### config.mk
export PLATFORM = sky130hd
export DESIGN_NAME = json_string_unescape_top_flat
export DESIGN_NICKNAME = d
export VERILOG_FILES = /design/src/hdl/jsu_pkg.sv /design/src/hdl/jsu_if.sv /design/src/hdl/jsu_front.sv /design/src/hdl/jsu_queue.sv /design/src/hdl/jsu_back.sv /design/src/hdl/json_string_unescape_top.sv /design/src/flat_wrapper.sv
export SDC_FILE = /design/constraint.sdc
export NUM_CORES = 1
export LEC_CHECK = 0
export BUFFER_PORTS_ARGS = -buffer_cell sky130_fd_sc_hd__buf_2
export CELL_PAD_IN_SITES_DETAIL_PLACEMENT = 1
export CELL_PAD_IN_SITES_GLOBAL_PLACEMENT = 1
export CORE_ASPECT_RATIO = 0.9
export CORE_MARGIN = 4
export CORE_UTILIZATION = 48
export DETAILED_ROUTE_END_ITERATION = 7
export GPL_ROUTABILITY_DRIVEN = 0
export PLACE_DENSITY_LB_ADDON = 0.1
export SETUP_SLACK_MARGIN = 0.1
export SYNTH_ARGS = -nofsm -noshare
export SYNTH_HDL_FRONTEND = slang
export SYNTH_SLANG_ARGS = --single-unit
### constraint.sdc
create_clock -name clk -period 3.75 [get_ports clk]
set_input_delay 0.9375 -clock clk [delete_from_list [all_inputs] [get_ports clk]]
set_output_delay 0.9375 -clock clk [all_outputs]
set_load 0.02 [all_outputs]
### src/hdl/jsu_pkg.sv
// jsu_pkg: shared types, codes and decode functions for the JSON string unescaper
// used by the front, queue, back and top level; depends on nothing

package jsu_pkg;

    // default depth of the job queue between front and back
    localparam int QUEUE_DEPTH = 4;

    // largest number of data bytes one text byte can produce
    localparam int MAX_DATA = 4;

    // parser modes
    typedef enum logic [3:0] {
        M_IDLE   = 4'd0,
        M_STR    = 4'd1,
        M_ESC    = 4'd2,
        M_HEX1   = 4'd3,
        M_WANTBS = 4'd4,
        M_WANTU  = 4'd5,
        M_HEX2   = 4'd6,
        M_DRAIN  = 4'd7
    } mode_t;

    // result kinds
    typedef enum logic [1:0] {
        K_DATA = 2'd0,
        K_DONE = 2'd1,
        K_ERR  = 2'd2
    } kind_t;

    // error codes
    localparam logic [3:0] E_NONE       = 4'd0;
    localparam logic [3:0] E_NO_QUOTE   = 4'd1;
    localparam logic [3:0] E_UNTERM     = 4'd2;
    localparam logic [3:0] E_END_ESC    = 4'd3;
    localparam logic [3:0] E_BAD_ESC    = 4'd4;
    localparam logic [3:0] E_TRUNC_U    = 4'd5;
    localparam logic [3:0] E_BAD_HEX    = 4'd6;
    localparam logic [3:0] E_UNPAIRED   = 4'd7;
    localparam logic [3:0] E_BAD_LOW    = 4'd8;

    // characters of interest
    localparam logic [7:0] CH_QUOTE  = 8'h22;
    localparam logic [7:0] CH_BSLASH = 8'h5C;
    localparam logic [7:0] CH_U      = 8'h75;

    // surrogate range tops (upper six bits)
    localparam logic [5:0] SUR_HIGH_TOP = 6'b110110;
    localparam logic [5:0] SUR_LOW_TOP  = 6'b110111;

    // one job: the results caused by one text byte
    typedef struct packed {
        logic [2:0]            n_data;
        logic [MAX_DATA-1:0][7:0] data;
        logic                  tail_en;
        kind_t                 tail_kind;
        logic [3:0]            tail_code;
    } job_t;

    // utf-8 encoder result
    typedef struct packed {
        logic [2:0]            n;
        logic [MAX_DATA-1:0][7:0] data;
    } utf8_t;

    // hex digit decode: valid flag and value
    typedef struct packed {
        logic       ok;
        logic [3:0] val;
    } hexd_t;

    // simple escape decode: valid flag and byte
    typedef struct packed {
        logic       ok;
        logic [7:0] val;
    } escd_t;

    function automatic hexd_t hex_digit(input logic [7:0] c);
        hexd_t r;
        r = '0;
        if (c >= 8'h30 && c <= 8'h39)
        begin
            r.ok  = 1'b1;
            r.val = 4'(c - 8'h30);
        end
        else if (c >= 8'h61 && c <= 8'h66)
        begin
            r.ok  = 1'b1;
            r.val = 4'(c - 8'h57);
        end
        else if (c >= 8'h41 && c <= 8'h46)
        begin
            r.ok  = 1'b1;
            r.val = 4'(c - 8'h37);
        end
        return r;
    endfunction

    function automatic escd_t esc_map(input logic [7:0] c);
        escd_t r;
        r.ok = 1'b1;
        unique case (c)
            8'h22:   r.val = 8'h22;
            8'h5C:   r.val = 8'h5C;
            8'h2F:   r.val = 8'h2F;
            8'h62:   r.val = 8'h08;
            8'h66:   r.val = 8'h0C;
            8'h6E:   r.val = 8'h0A;
            8'h72:   r.val = 8'h0D;
            8'h74:   r.val = 8'h09;
            default:
            begin
                r.ok  = 1'b0;
                r.val = 8'h00;
            end
        endcase
        return r;
    endfunction

    function automatic utf8_t encode_utf8(input logic [20:0] cp);
        utf8_t r;
        r = '0;
        if (cp <= 21'h7F)
        begin
            r.n       = 3'd1;
            r.data[0] = cp[7:0];
        end
        else if (cp <= 21'h7FF)
        begin
            r.n       = 3'd2;
            r.data[0] = {3'b110, cp[10:6]};
            r.data[1] = {2'b10, cp[5:0]};
        end
        else if (cp <= 21'hFFFF)
        begin
            r.n       = 3'd3;
            r.data[0] = {4'b1110, cp[15:12]};
            r.data[1] = {2'b10, cp[11:6]};
            r.data[2] = {2'b10, cp[5:0]};
        end
        else
        begin
            r.n       = 3'd4;
            r.data[0] = {5'b11110, cp[20:18]};
            r.data[1] = {2'b10, cp[17:12]};
            r.data[2] = {2'b10, cp[11:6]};
            r.data[3] = {2'b10, cp[5:0]};
        end
        return r;
    endfunction

endpackage

### src/hdl/jsu_if.sv
// jsu_if: valid/ready channel interfaces for text bytes and result items
// depends on nothing

interface jsu_text_if;
    logic       valid;
    logic       ready;
    logic [7:0] in_byte;
    logic       end_of_text;

    modport source (output valid, output in_byte, output end_of_text, input ready);
    modport sink   (input valid, input in_byte, input end_of_text, output ready);
endinterface

interface jsu_result_if;
    logic       valid;
    logic       ready;
    logic [7:0] out_byte;
    logic [1:0] kind;
    logic [3:0] error_code;
    logic       last;

    modport source (output valid, output out_byte, output kind, output error_code,
                    output last, input ready);
    modport sink   (input valid, input out_byte, input kind, input error_code,
                    input last, output ready);
endinterface

### src/hdl/jsu_front.sv
// jsu_front: parser state and per-byte classification into result jobs
// depends on jsu_pkg and jsu_if

module jsu_front
(
    input  logic             clk,
    input  logic             rst_n,
    jsu_text_if.sink         text,
    input  logic             job_ready,
    output logic             job_push,
    output jsu_pkg::job_t    job
);

    jsu_pkg::mode_t mode_reg, mode_next;
    logic [15:0]    hex_reg, hex_next;
    logic [1:0]     cnt_reg, cnt_next;
    logic [9:0]     high_reg, high_next;
    logic           bad_reg, bad_next;

    logic           accept;
    logic           eot;
    logic [7:0]     c;
    logic           err_en;
    logic [3:0]     err_code;
    logic           done_en;
    jsu_pkg::hexd_t hd;
    jsu_pkg::escd_t ed;
    jsu_pkg::utf8_t enc;
    logic [15:0]    hv;
    logic           hbad;
    logic [20:0]    cp;

    assign text.ready = job_ready;
    assign accept     = text.valid && job_ready;
    assign c          = text.in_byte;
    assign eot        = text.end_of_text;

    // decode helpers
    assign hd   = jsu_pkg::hex_digit(c);
    assign ed   = jsu_pkg::esc_map(c);
    assign hbad = bad_reg | ~hd.ok;
    assign hv   = {hex_reg[11:0], (hd.ok ? hd.val : 4'd0)};
    assign cp   = (mode_reg == jsu_pkg::M_HEX2) ? (21'h10000 + {1'b0, high_reg, hv[9:0]})
                                                : {5'd0, hv};
    assign enc  = jsu_pkg::encode_utf8(cp);

    // next state and job contents
    always_comb
    begin
        mode_next = mode_reg;
        hex_next  = hex_reg;
        cnt_next  = cnt_reg;
        high_next = high_reg;
        bad_next  = bad_reg;
        err_en    = 1'b0;
        err_code  = jsu_pkg::E_NONE;
        done_en   = 1'b0;
        job       = '0;

        unique case (mode_reg) inside
            jsu_pkg::M_STR:
            begin
                if (c == jsu_pkg::CH_QUOTE)
                begin
                    done_en   = 1'b1;
                    mode_next = jsu_pkg::M_IDLE;
                end
                else if (c == jsu_pkg::CH_BSLASH)
                begin
                    if (eot)
                    begin
                        err_en   = 1'b1;
                        err_code = jsu_pkg::E_END_ESC;
                    end
                    else
                    begin
                        mode_next = jsu_pkg::M_ESC;
                    end
                end
                else
                begin
                    job.n_data  = 3'd1;
                    job.data[0] = c;
                    if (eot)
                    begin
                        err_en   = 1'b1;
                        err_code = jsu_pkg::E_UNTERM;
                    end
                end
            end

            jsu_pkg::M_ESC:
            begin
                if (ed.ok)
                begin
                    mode_next   = jsu_pkg::M_STR;
                    job.n_data  = 3'd1;
                    job.data[0] = ed.val;
                    if (eot)
                    begin
                        err_en   = 1'b1;
                        err_code = jsu_pkg::E_UNTERM;
                    end
                end
                else if (c == jsu_pkg::CH_U)
                begin
                    hex_next  = '0;
                    cnt_next  = '0;
                    bad_next  = 1'b0;
                    mode_next = jsu_pkg::M_HEX1;
                    if (eot)
                    begin
                        err_en   = 1'b1;
                        err_code = jsu_pkg::E_TRUNC_U;
                    end
                end
                else
                begin
                    err_en   = 1'b1;
                    err_code = jsu_pkg::E_BAD_ESC;
                end
            end

            jsu_pkg::M_HEX1, jsu_pkg::M_HEX2:
            begin
                hex_next = hv;
                bad_next = hbad;
                if (cnt_reg == 2'd3)
                begin
                    cnt_next = 2'd0;
                    if (hbad)
                    begin
                        err_en   = 1'b1;
                        err_code = jsu_pkg::E_BAD_HEX;
                    end
                    else if (mode_reg == jsu_pkg::M_HEX1 && hv[15:10] == jsu_pkg::SUR_HIGH_TOP)
                    begin
                        high_next = hv[9:0];
                        if (eot)
                        begin
                            err_en   = 1'b1;
                            err_code = jsu_pkg::E_UNPAIRED;
                        end
                        else
                        begin
                            mode_next = jsu_pkg::M_WANTBS;
                        end
                    end
                    else if (mode_reg == jsu_pkg::M_HEX2 && hv[15:10] != jsu_pkg::SUR_LOW_TOP)
                    begin
                        err_en   = 1'b1;
                        err_code = jsu_pkg::E_BAD_LOW;
                    end
                    else
                    begin
                        mode_next  = jsu_pkg::M_STR;
                        job.n_data = enc.n;
                        job.data   = enc.data;
                        if (eot)
                        begin
                            err_en   = 1'b1;
                            err_code = jsu_pkg::E_UNTERM;
                        end
                    end
                end
                else
                begin
                    cnt_next = cnt_reg + 2'd1;
                    if (eot)
                    begin
                        err_en   = 1'b1;
                        err_code = jsu_pkg::E_TRUNC_U;
                    end
                end
            end

            jsu_pkg::M_WANTBS:
            begin
                if (c == jsu_pkg::CH_BSLASH && !eot)
                begin
                    mode_next = jsu_pkg::M_WANTU;
                end
                else
                begin
                    err_en   = 1'b1;
                    err_code = jsu_pkg::E_UNPAIRED;
                end
            end

            jsu_pkg::M_WANTU:
            begin
                if (c == jsu_pkg::CH_U)
                begin
                    hex_next  = '0;
                    cnt_next  = '0;
                    bad_next  = 1'b0;
                    mode_next = jsu_pkg::M_HEX2;
                    if (eot)
                    begin
                        err_en   = 1'b1;
                        err_code = jsu_pkg::E_TRUNC_U;
                    end
                end
                else
                begin
                    err_en   = 1'b1;
                    err_code = jsu_pkg::E_UNPAIRED;
                end
            end

            jsu_pkg::M_DRAIN:
            begin
                if (eot)
                begin
                    mode_next = jsu_pkg::M_IDLE;
                end
            end

            // idle and unused codes wait for the opening quote
            default:
            begin
                if (c == jsu_pkg::CH_QUOTE)
                begin
                    mode_next = jsu_pkg::M_STR;
                    if (eot)
                    begin
                        err_en   = 1'b1;
                        err_code = jsu_pkg::E_UNTERM;
                    end
                end
                else
                begin
                    err_en   = 1'b1;
                    err_code = jsu_pkg::E_NO_QUOTE;
                end
            end
        endcase

        // trailing done or error result
        if (err_en)
        begin
            job.tail_en   = 1'b1;
            job.tail_kind = jsu_pkg::K_ERR;
            job.tail_code = err_code;
            mode_next     = eot ? jsu_pkg::M_IDLE : jsu_pkg::M_DRAIN;
        end
        else if (done_en)
        begin
            job.tail_en   = 1'b1;
            job.tail_kind = jsu_pkg::K_DONE;
            job.tail_code = jsu_pkg::E_NONE;
        end
    end

    // only bytes that cause results make a job
    assign job_push = accept && (job.n_data != 3'd0 || job.tail_en);

    // parser state registers
    always_ff @(posedge clk or negedge rst_n)
    begin
        if (!rst_n)
        begin
            mode_reg <= jsu_pkg::M_IDLE;
            hex_reg  <= '0;
            cnt_reg  <= '0;
            high_reg <= '0;
            bad_reg  <= 1'b0;
        end
        else if (accept)
        begin
            mode_reg <= mode_next;
            hex_reg  <= hex_next;
            cnt_reg  <= cnt_next;
            high_reg <= high_next;
            bad_reg  <= bad_next;
        end
    end

endmodule

### src/hdl/jsu_queue.sv
// jsu_queue: small fifo of result jobs between front and back
// depends on jsu_pkg

module jsu_queue
#(
    parameter int DEPTH = jsu_pkg::QUEUE_DEPTH
)
(
    input  logic          clk,
    input  logic          rst_n,
    input  logic          push,
    input  jsu_pkg::job_t push_job,
    output logic          not_full,
    input  logic          pop,
    output logic          head_valid,
    output jsu_pkg::job_t head_job
);

    localparam int PTR_W = (DEPTH > 1) ? $clog2(DEPTH) : 1;
    localparam int CNT_W = $clog2(DEPTH + 1);
    localparam logic [PTR_W-1:0] LAST_PTR = PTR_W'(DEPTH - 1);
    localparam logic [CNT_W-1:0] FULL_CNT = CNT_W'(DEPTH);

    jsu_pkg::job_t    slot_reg [DEPTH];
    logic [PTR_W-1:0] wr_ptr_reg, wr_ptr_next;
    logic [PTR_W-1:0] rd_ptr_reg, rd_ptr_next;
    logic [CNT_W-1:0] cnt_reg, cnt_next;

    assign not_full   = (cnt_reg != FULL_CNT);
    assign head_valid = (cnt_reg != '0);
    assign head_job   = slot_reg[rd_ptr_reg];

    // pointer and fill count update
    always_comb
    begin
        wr_ptr_next = wr_ptr_reg;
        rd_ptr_next = rd_ptr_reg;
        cnt_next    = cnt_reg;
        if (push)
        begin
            wr_ptr_next = (wr_ptr_reg == LAST_PTR) ? '0 : wr_ptr_reg + PTR_W'(1);
        end
        if (pop)
        begin
            rd_ptr_next = (rd_ptr_reg == LAST_PTR) ? '0 : rd_ptr_reg + PTR_W'(1);
        end
        if (push && !pop)
        begin
            cnt_next = cnt_reg + CNT_W'(1);
        end
        else if (pop && !push)
        begin
            cnt_next = cnt_reg - CNT_W'(1);
        end
    end

    always_ff @(posedge clk or negedge rst_n)
    begin
        if (!rst_n)
        begin
            wr_ptr_reg <= '0;
            rd_ptr_reg <= '0;
            cnt_reg    <= '0;
        end
        else
        begin
            wr_ptr_reg <= wr_ptr_next;
            rd_ptr_reg <= rd_ptr_next;
            cnt_reg    <= cnt_next;
        end
    end

    // job storage
    always_ff @(posedge clk)
    begin
        if (push)
        begin
            slot_reg[wr_ptr_reg] <= push_job;
        end
    end

endmodule

### src/hdl/jsu_back.sv
// jsu_back: unpacks queued jobs into single results behind an output register
// depends on jsu_pkg and jsu_if

module jsu_back
(
    input  logic          clk,
    input  logic          rst_n,
    input  logic          head_valid,
    input  jsu_pkg::job_t head_job,
    output logic          pop,
    jsu_result_if.source  result
);

    logic [2:0] idx_reg, idx_next;
    logic       valid_reg;
    logic [7:0] byte_reg;
    logic [1:0] kind_reg;
    logic [3:0] code_reg;
    logic       last_reg;

    logic       load;
    logic       sel_final;
    logic [7:0] sel_byte;
    logic [1:0] sel_kind;
    logic [3:0] sel_code;

    assign result.valid      = valid_reg;
    assign result.out_byte   = byte_reg;
    assign result.kind       = kind_reg;
    assign result.error_code = code_reg;
    assign result.last       = last_reg;

    assign load = head_valid && (!valid_reg || result.ready);
    assign pop  = load && sel_final;

    // pick the current result of the head job
    always_comb
    begin
        if (idx_reg < head_job.n_data)
        begin
            sel_byte  = head_job.data[idx_reg[1:0]];
            sel_kind  = jsu_pkg::K_DATA;
            sel_code  = jsu_pkg::E_NONE;
            sel_final = (idx_reg + 3'd1 == head_job.n_data) && !head_job.tail_en;
        end
        else
        begin
            sel_byte  = 8'h00;
            sel_kind  = head_job.tail_kind;
            sel_code  = head_job.tail_code;
            sel_final = 1'b1;
        end
        idx_next = idx_reg;
        if (load)
        begin
            idx_next = sel_final ? 3'd0 : idx_reg + 3'd1;
        end
    end

    // control registers
    always_ff @(posedge clk or negedge rst_n)
    begin
        if (!rst_n)
        begin
            valid_reg <= 1'b0;
            idx_reg   <= '0;
        end
        else
        begin
            idx_reg <= idx_next;
            if (load)
            begin
                valid_reg <= 1'b1;
            end
            else if (result.ready)
            begin
                valid_reg <= 1'b0;
            end
        end
    end

    // output payload
    always_ff @(posedge clk)
    begin
        if (load)
        begin
            byte_reg <= sel_byte;
            kind_reg <= sel_kind;
            code_reg <= sel_code;
            last_reg <= sel_final;
        end
    end

endmodule

### src/hdl/json_string_unescape_top.sv
// json_string_unescape_top: JSON string unescaper with utf-8 output
// depends on jsu_pkg, jsu_if, jsu_front, jsu_queue and jsu_back
//
//   channel   dir   payload                                    handshake
//   text      in    in_byte[8], end_of_text[1]                 valid/ready
//   result    out   out_byte[8], kind[2], error_code[4], last  valid/ready
//
// one text byte is taken per cycle while the job queue has room; a byte that
// causes results becomes one job of 1 to 5 results, and the back end sends one
// result per cycle while the result side is ready.
// a taken request is written to a queue slot, then loaded into the output register.
// reset clears the parser mode, the queue pointers and the output valid.
// a stalled result side fills the queue, then drops text ready.

module json_string_unescape_top
#(
    parameter int QUEUE_DEPTH = jsu_pkg::QUEUE_DEPTH
)
(
    input  logic         clk,
    input  logic         rst_n,
    jsu_text_if.sink     text,
    jsu_result_if.source result
);

    jsu_pkg::job_t job;
    jsu_pkg::job_t head_job;
    logic          job_push;
    logic          q_not_full;
    logic          head_valid;
    logic          pop;

    // parse and classify
    jsu_front u_front
    (
        .clk       (clk),
        .rst_n     (rst_n),
        .text      (text),
        .job_ready (q_not_full),
        .job_push  (job_push),
        .job       (job)
    );

    // decoupling queue
    jsu_queue #(.DEPTH(QUEUE_DEPTH)) u_queue
    (
        .clk        (clk),
        .rst_n      (rst_n),
        .push       (job_push),
        .push_job   (job),
        .not_full   (q_not_full),
        .pop        (pop),
        .head_valid (head_valid),
        .head_job   (head_job)
    );

    // result serializer
    jsu_back u_back
    (
        .clk        (clk),
        .rst_n      (rst_n),
        .head_valid (head_valid),
        .head_job   (head_job),
        .pop        (pop),
        .result     (result)
    );

endmodule

### src/flat_wrapper.sv
// flat-port wrapper written by rule: the top's interface ports become plain ports
module json_string_unescape_top_flat 
#(
    parameter int QUEUE_DEPTH = jsu_pkg::QUEUE_DEPTH
)
  (clk, rst_n, text_valid, text_in_byte, text_end_of_text, text_ready, result_valid, result_out_byte, result_kind, result_error_code, result_last, result_ready);
  jsu_text_if text_i ();
  jsu_result_if result_i ();
  input  logic clk;
  input  logic rst_n;
  input wire logic [$bits(text_i.valid)-1:0] text_valid;
  input wire logic [$bits(text_i.in_byte)-1:0] text_in_byte;
  input wire logic [$bits(text_i.end_of_text)-1:0] text_end_of_text;
  output wire logic [$bits(text_i.ready)-1:0] text_ready;
  output wire logic [$bits(result_i.valid)-1:0] result_valid;
  output wire logic [$bits(result_i.out_byte)-1:0] result_out_byte;
  output wire logic [$bits(result_i.kind)-1:0] result_kind;
  output wire logic [$bits(result_i.error_code)-1:0] result_error_code;
  output wire logic [$bits(result_i.last)-1:0] result_last;
  input wire logic [$bits(result_i.ready)-1:0] result_ready;
  assign text_i.valid = text_valid;
  assign text_i.in_byte = text_in_byte;
  assign text_i.end_of_text = text_end_of_text;
  assign text_ready = text_i.ready;
  assign result_valid = result_i.valid;
  assign result_out_byte = result_i.out_byte;
  assign result_kind = result_i.kind;
  assign result_error_code = result_i.error_code;
  assign result_last = result_i.last;
  assign result_i.ready = result_ready;
  json_string_unescape_top #(.QUEUE_DEPTH(QUEUE_DEPTH)) u_core (.clk(clk), .rst_n(rst_n), .text(text_i), .result(result_i));
endmodule
==> flow_summary.ini <==
[run_status]
status = completed

[yosys]
syn_area_per_cell_um2 = 14.5
syn-instance-count = 681
synth_common_cells = edfxtp_1, mux4_2, nand2_1
synth_top_area_share_pct = 52.0
ys_warn_count = 0
synth_area_um2 = 9880
synth_top_cells_by_area = edfxtp_1, mux4_2, dfrtp_1
synthDistinctLibCells = 76
ys_seq_area_share_pct = 61.9
synth_edf_count = 171
synth_ff_type = edfxtp_1
ys_ff_latch = 210
ys_async_sr_fraction_pct = 18.6
synth.most_common_cell = edfxtp_1
yosysTopAreaCell = edfxtp_1
syn-num-nets = 711

[clock_tree]
cts-htree-levels = 1
postCtsResizedCells = 0
cts_tree = yes
insertion_delay_ns = 0.51
cts_root_buf = clkbuf_16
numCtsBuffers = 23
clkSlewWorstSetupHoldPaths_ns = 0.06
cts_sinks = 210
cts_hold_buf = 0
cts_setup_buffers = 0
clk_path_buf_depth = 3

[setup_path]
critPathKind = input port to flip-flop
cpMostUsedCell = xor2_1
r2r_slack_ns = 0.35
cp.required_ns = 4.18
critPathMaxStageDelay_ns = 0.42
rr_startpoint = u_core.u_front.mode_reg[0]$_DFFE_PN0P_
timing.rr.end = u_core.u_queue.slot_reg[2][18]$_DFFE_PP_
cp-startpoint = text_in_byte[0]
critPathArrivalTime_ns = 3.87
path_cells = buf_2, inv_1, ha_1, and3_1, o31a_1, or3_1, o21ai_1, o211ai_2, a41oi_4, ha_2, inv_2, fa_1, xor2_1, nor2_1, xor2_1
slowest_stage = fa_1
cp_max_fo = 3
crit_end = u_core.u_queue.cnt_reg[2]$_DFFE_PN0P_
endpoint_kind = flip-flop
critPathLaunchType = input port
ff2ff_path_depth = 9

[placed_design]
placed_cells = 996
dpl_cell_area_um2 = 10800
preCtsSetupSlack_ns = -0.181
io_buffers = 29
hpwl_um = 18100

[cells_and_area]
area_growth_pct = 16.9
diodes = 0
multi_input_area_um2 = 3590
nets = 796
n_fill_cell = 1945
drive_gt1_share_pct = 26.1
fin_area_um2 = 11500
seq_area_um2 = 6110
fin_cells = 1038
largest_reg_flops = 156

[pwr]
p_comb_share_pct = 39.6
clockPowerShare_pct = 23.0
vdd_drop_max_mv = 0.424
p_sw_uw = 3440
p_int_uw = 6310
p_sw_share_pct = 35.3
power.leakage_uw = 0.00426
p_seq_share_pct = 37.4
finalPower_uw = 9750
power_density_nw_per_um2 = 844

[floorplanning]
initial_utilization_pct = 49.1
dieArea_um2 = 22900
die_h_um = 144
coreArea_um2 = 20100
row_count = 49
die_x_um = 159
ios = 30

[sta]
fin_setup_tns_ns = 0
worst_pin_slew_ns = 0.978
setup_violations = 0
fin_crit_ns = 3.44
relSlewSlack_pct = 34.0
slew_violations = 0
fin_crit_sh_pct = 91.7
fin_skew_ns = 0.0124
worst_slack_ns = 0.312
hold_viol_final = 0
fmax_mhz = 291
rsz0062_at_grt = no

[detailed_routing]
drtIter0Drc = 507
drt_wl_total_um = 25400
postRouteAntennaNets = 0
drc = 0
vias = 6352
wl_per_cell_um = 24.5
drt_pass1_iterations = 5
drt-vias-per-instance = 6.12

[global_route]
gr-total-overflow = 0
antenna_found_initial = 0
grt_max_degree = 40
grt_pass1_wl_um = 40800
track_usage_pct = 22.7
grt_pass1_vias = 6941

[job]
max_cap_viol_count = 0

[hold_path]
hold_path_class = flip-flop to flip-flop
-- critical path: cells and delay by family --
kind,cells,cell delay [ns]
buf+inv,3,0.21
compound gates,4,0.84
simple gates,3,0.64
xor+xnor,2,0.34
fa+ha+maj,3,0.90
-- area by class of cell --
class / instances / area share, %
clock inverters: 15 / 1.42
repair buffers: 93 / 5.96
clock buffers: 27 / 5.11
inverters: 22 / 0.715
multi-input cells: 416 / 31.1
well taps: 255 / 2.76
flip-flops and latches: 210 / 52.9
-- placed cells by master (no fill, tap or decap), types with 5 or more instances in the layout --
cell type,instances
o211ai_1,5
a22o_1,11
buf_4,59
mux2i_1,6
a21oi_1,26
a21o_1,6
clkbuf_16,23
buf_12,5
a22oi_1,9
nand2_1,45
mux2_1,6
ha_1,15
nor2b_1,15
buf_2,29
nand2b_1,8
o21ai_0,25
nand3_1,12
and3_1,8
edfxtp_1,171
nand3b_1,5
nor3_1,12
mux4_2,46
xnor2_1,7
and2_1,12
clkinv_1,6
mux2_2,6
nor2_1,34
o22ai_1,5
dfrtp_1,38
o21ai_1,5
inv_1,19
-- logic make-up after synthesis --
logic type / count (synthesis) / share of synthesized area [%]
compound gates: 137 / 9.85
xor+xnor: 10 / 0.887
fa+ha+maj: 17 / 2.23
buf+inv: 55 / 2.20
flops: 210 / 61.9
mux: 65 / 12.6
simple gates: 187 / 10.4
-- worst min path at each step --
stage,startpoint,end,slack [ns],depth (start not counted)
after floorplan,u_core.u_front.cnt_reg[1]$_DFFE_PN0P_,u_core.u_front.cnt_reg[1]$_DFFE_PN0P_,0.48,1
after global placement,u_core.u_front.high_reg[5]$_DFFE_PN0P_,u_core.u_front.high_reg[5]$_DFFE_PN0P_,0.49,1
after detailed placement,u_core.u_front.high_reg[5]$_DFFE_PN0P_,u_core.u_front.high_reg[5]$_DFFE_PN0P_,0.50,1
after CTS,u_core.u_front.high_reg[5]$_DFFE_PN0P_,u_core.u_front.high_reg[5]$_DFFE_PN0P_,0.52,1
after global routing,u_core.u_front.high_reg[4]$_DFFE_PN0P_,u_core.u_front.high_reg[4]$_DFFE_PN0P_,0.54,1
final,u_core.u_front.high_reg[5]$_DFFE_PN0P_,u_core.u_front.high_reg[5]$_DFFE_PN0P_,0.51,1
-- power by group through the flow --
stage / logic [µW] / clock network (µW) / registers, µW
final: 3860 / 2240 / 3640
after global routing: 4220 / 2390 / 3690
after CTS: 3890 / 2280 / 3640
after detailed placement: 3860 / 0 / 3680
after global placement: 3670 / 0 / 3620
after floorplan: 2530 / 0 / 3640
-- layer usage --
metal  routed length (µm)  vias to the layer above  GRT usage [%]
met2                12700                      138           39.6
met3                  877                       32           2.65
met5                    0                        -              0
li1                     -                     2850              -
met4                  376                        0           4.52
met1                11400                     3332           31.6
-- through the flow --
stage,hold slack (ns),util (%)
final,0.511,57.4
after global routing,0.542,57.4
after CTS,0.517,57.4
after detailed placement,0.501,53.7
after global placement,0.491,53.7
after floorplan,0.477,-
No activity file was read; power rests on OpenSTA's default activity.
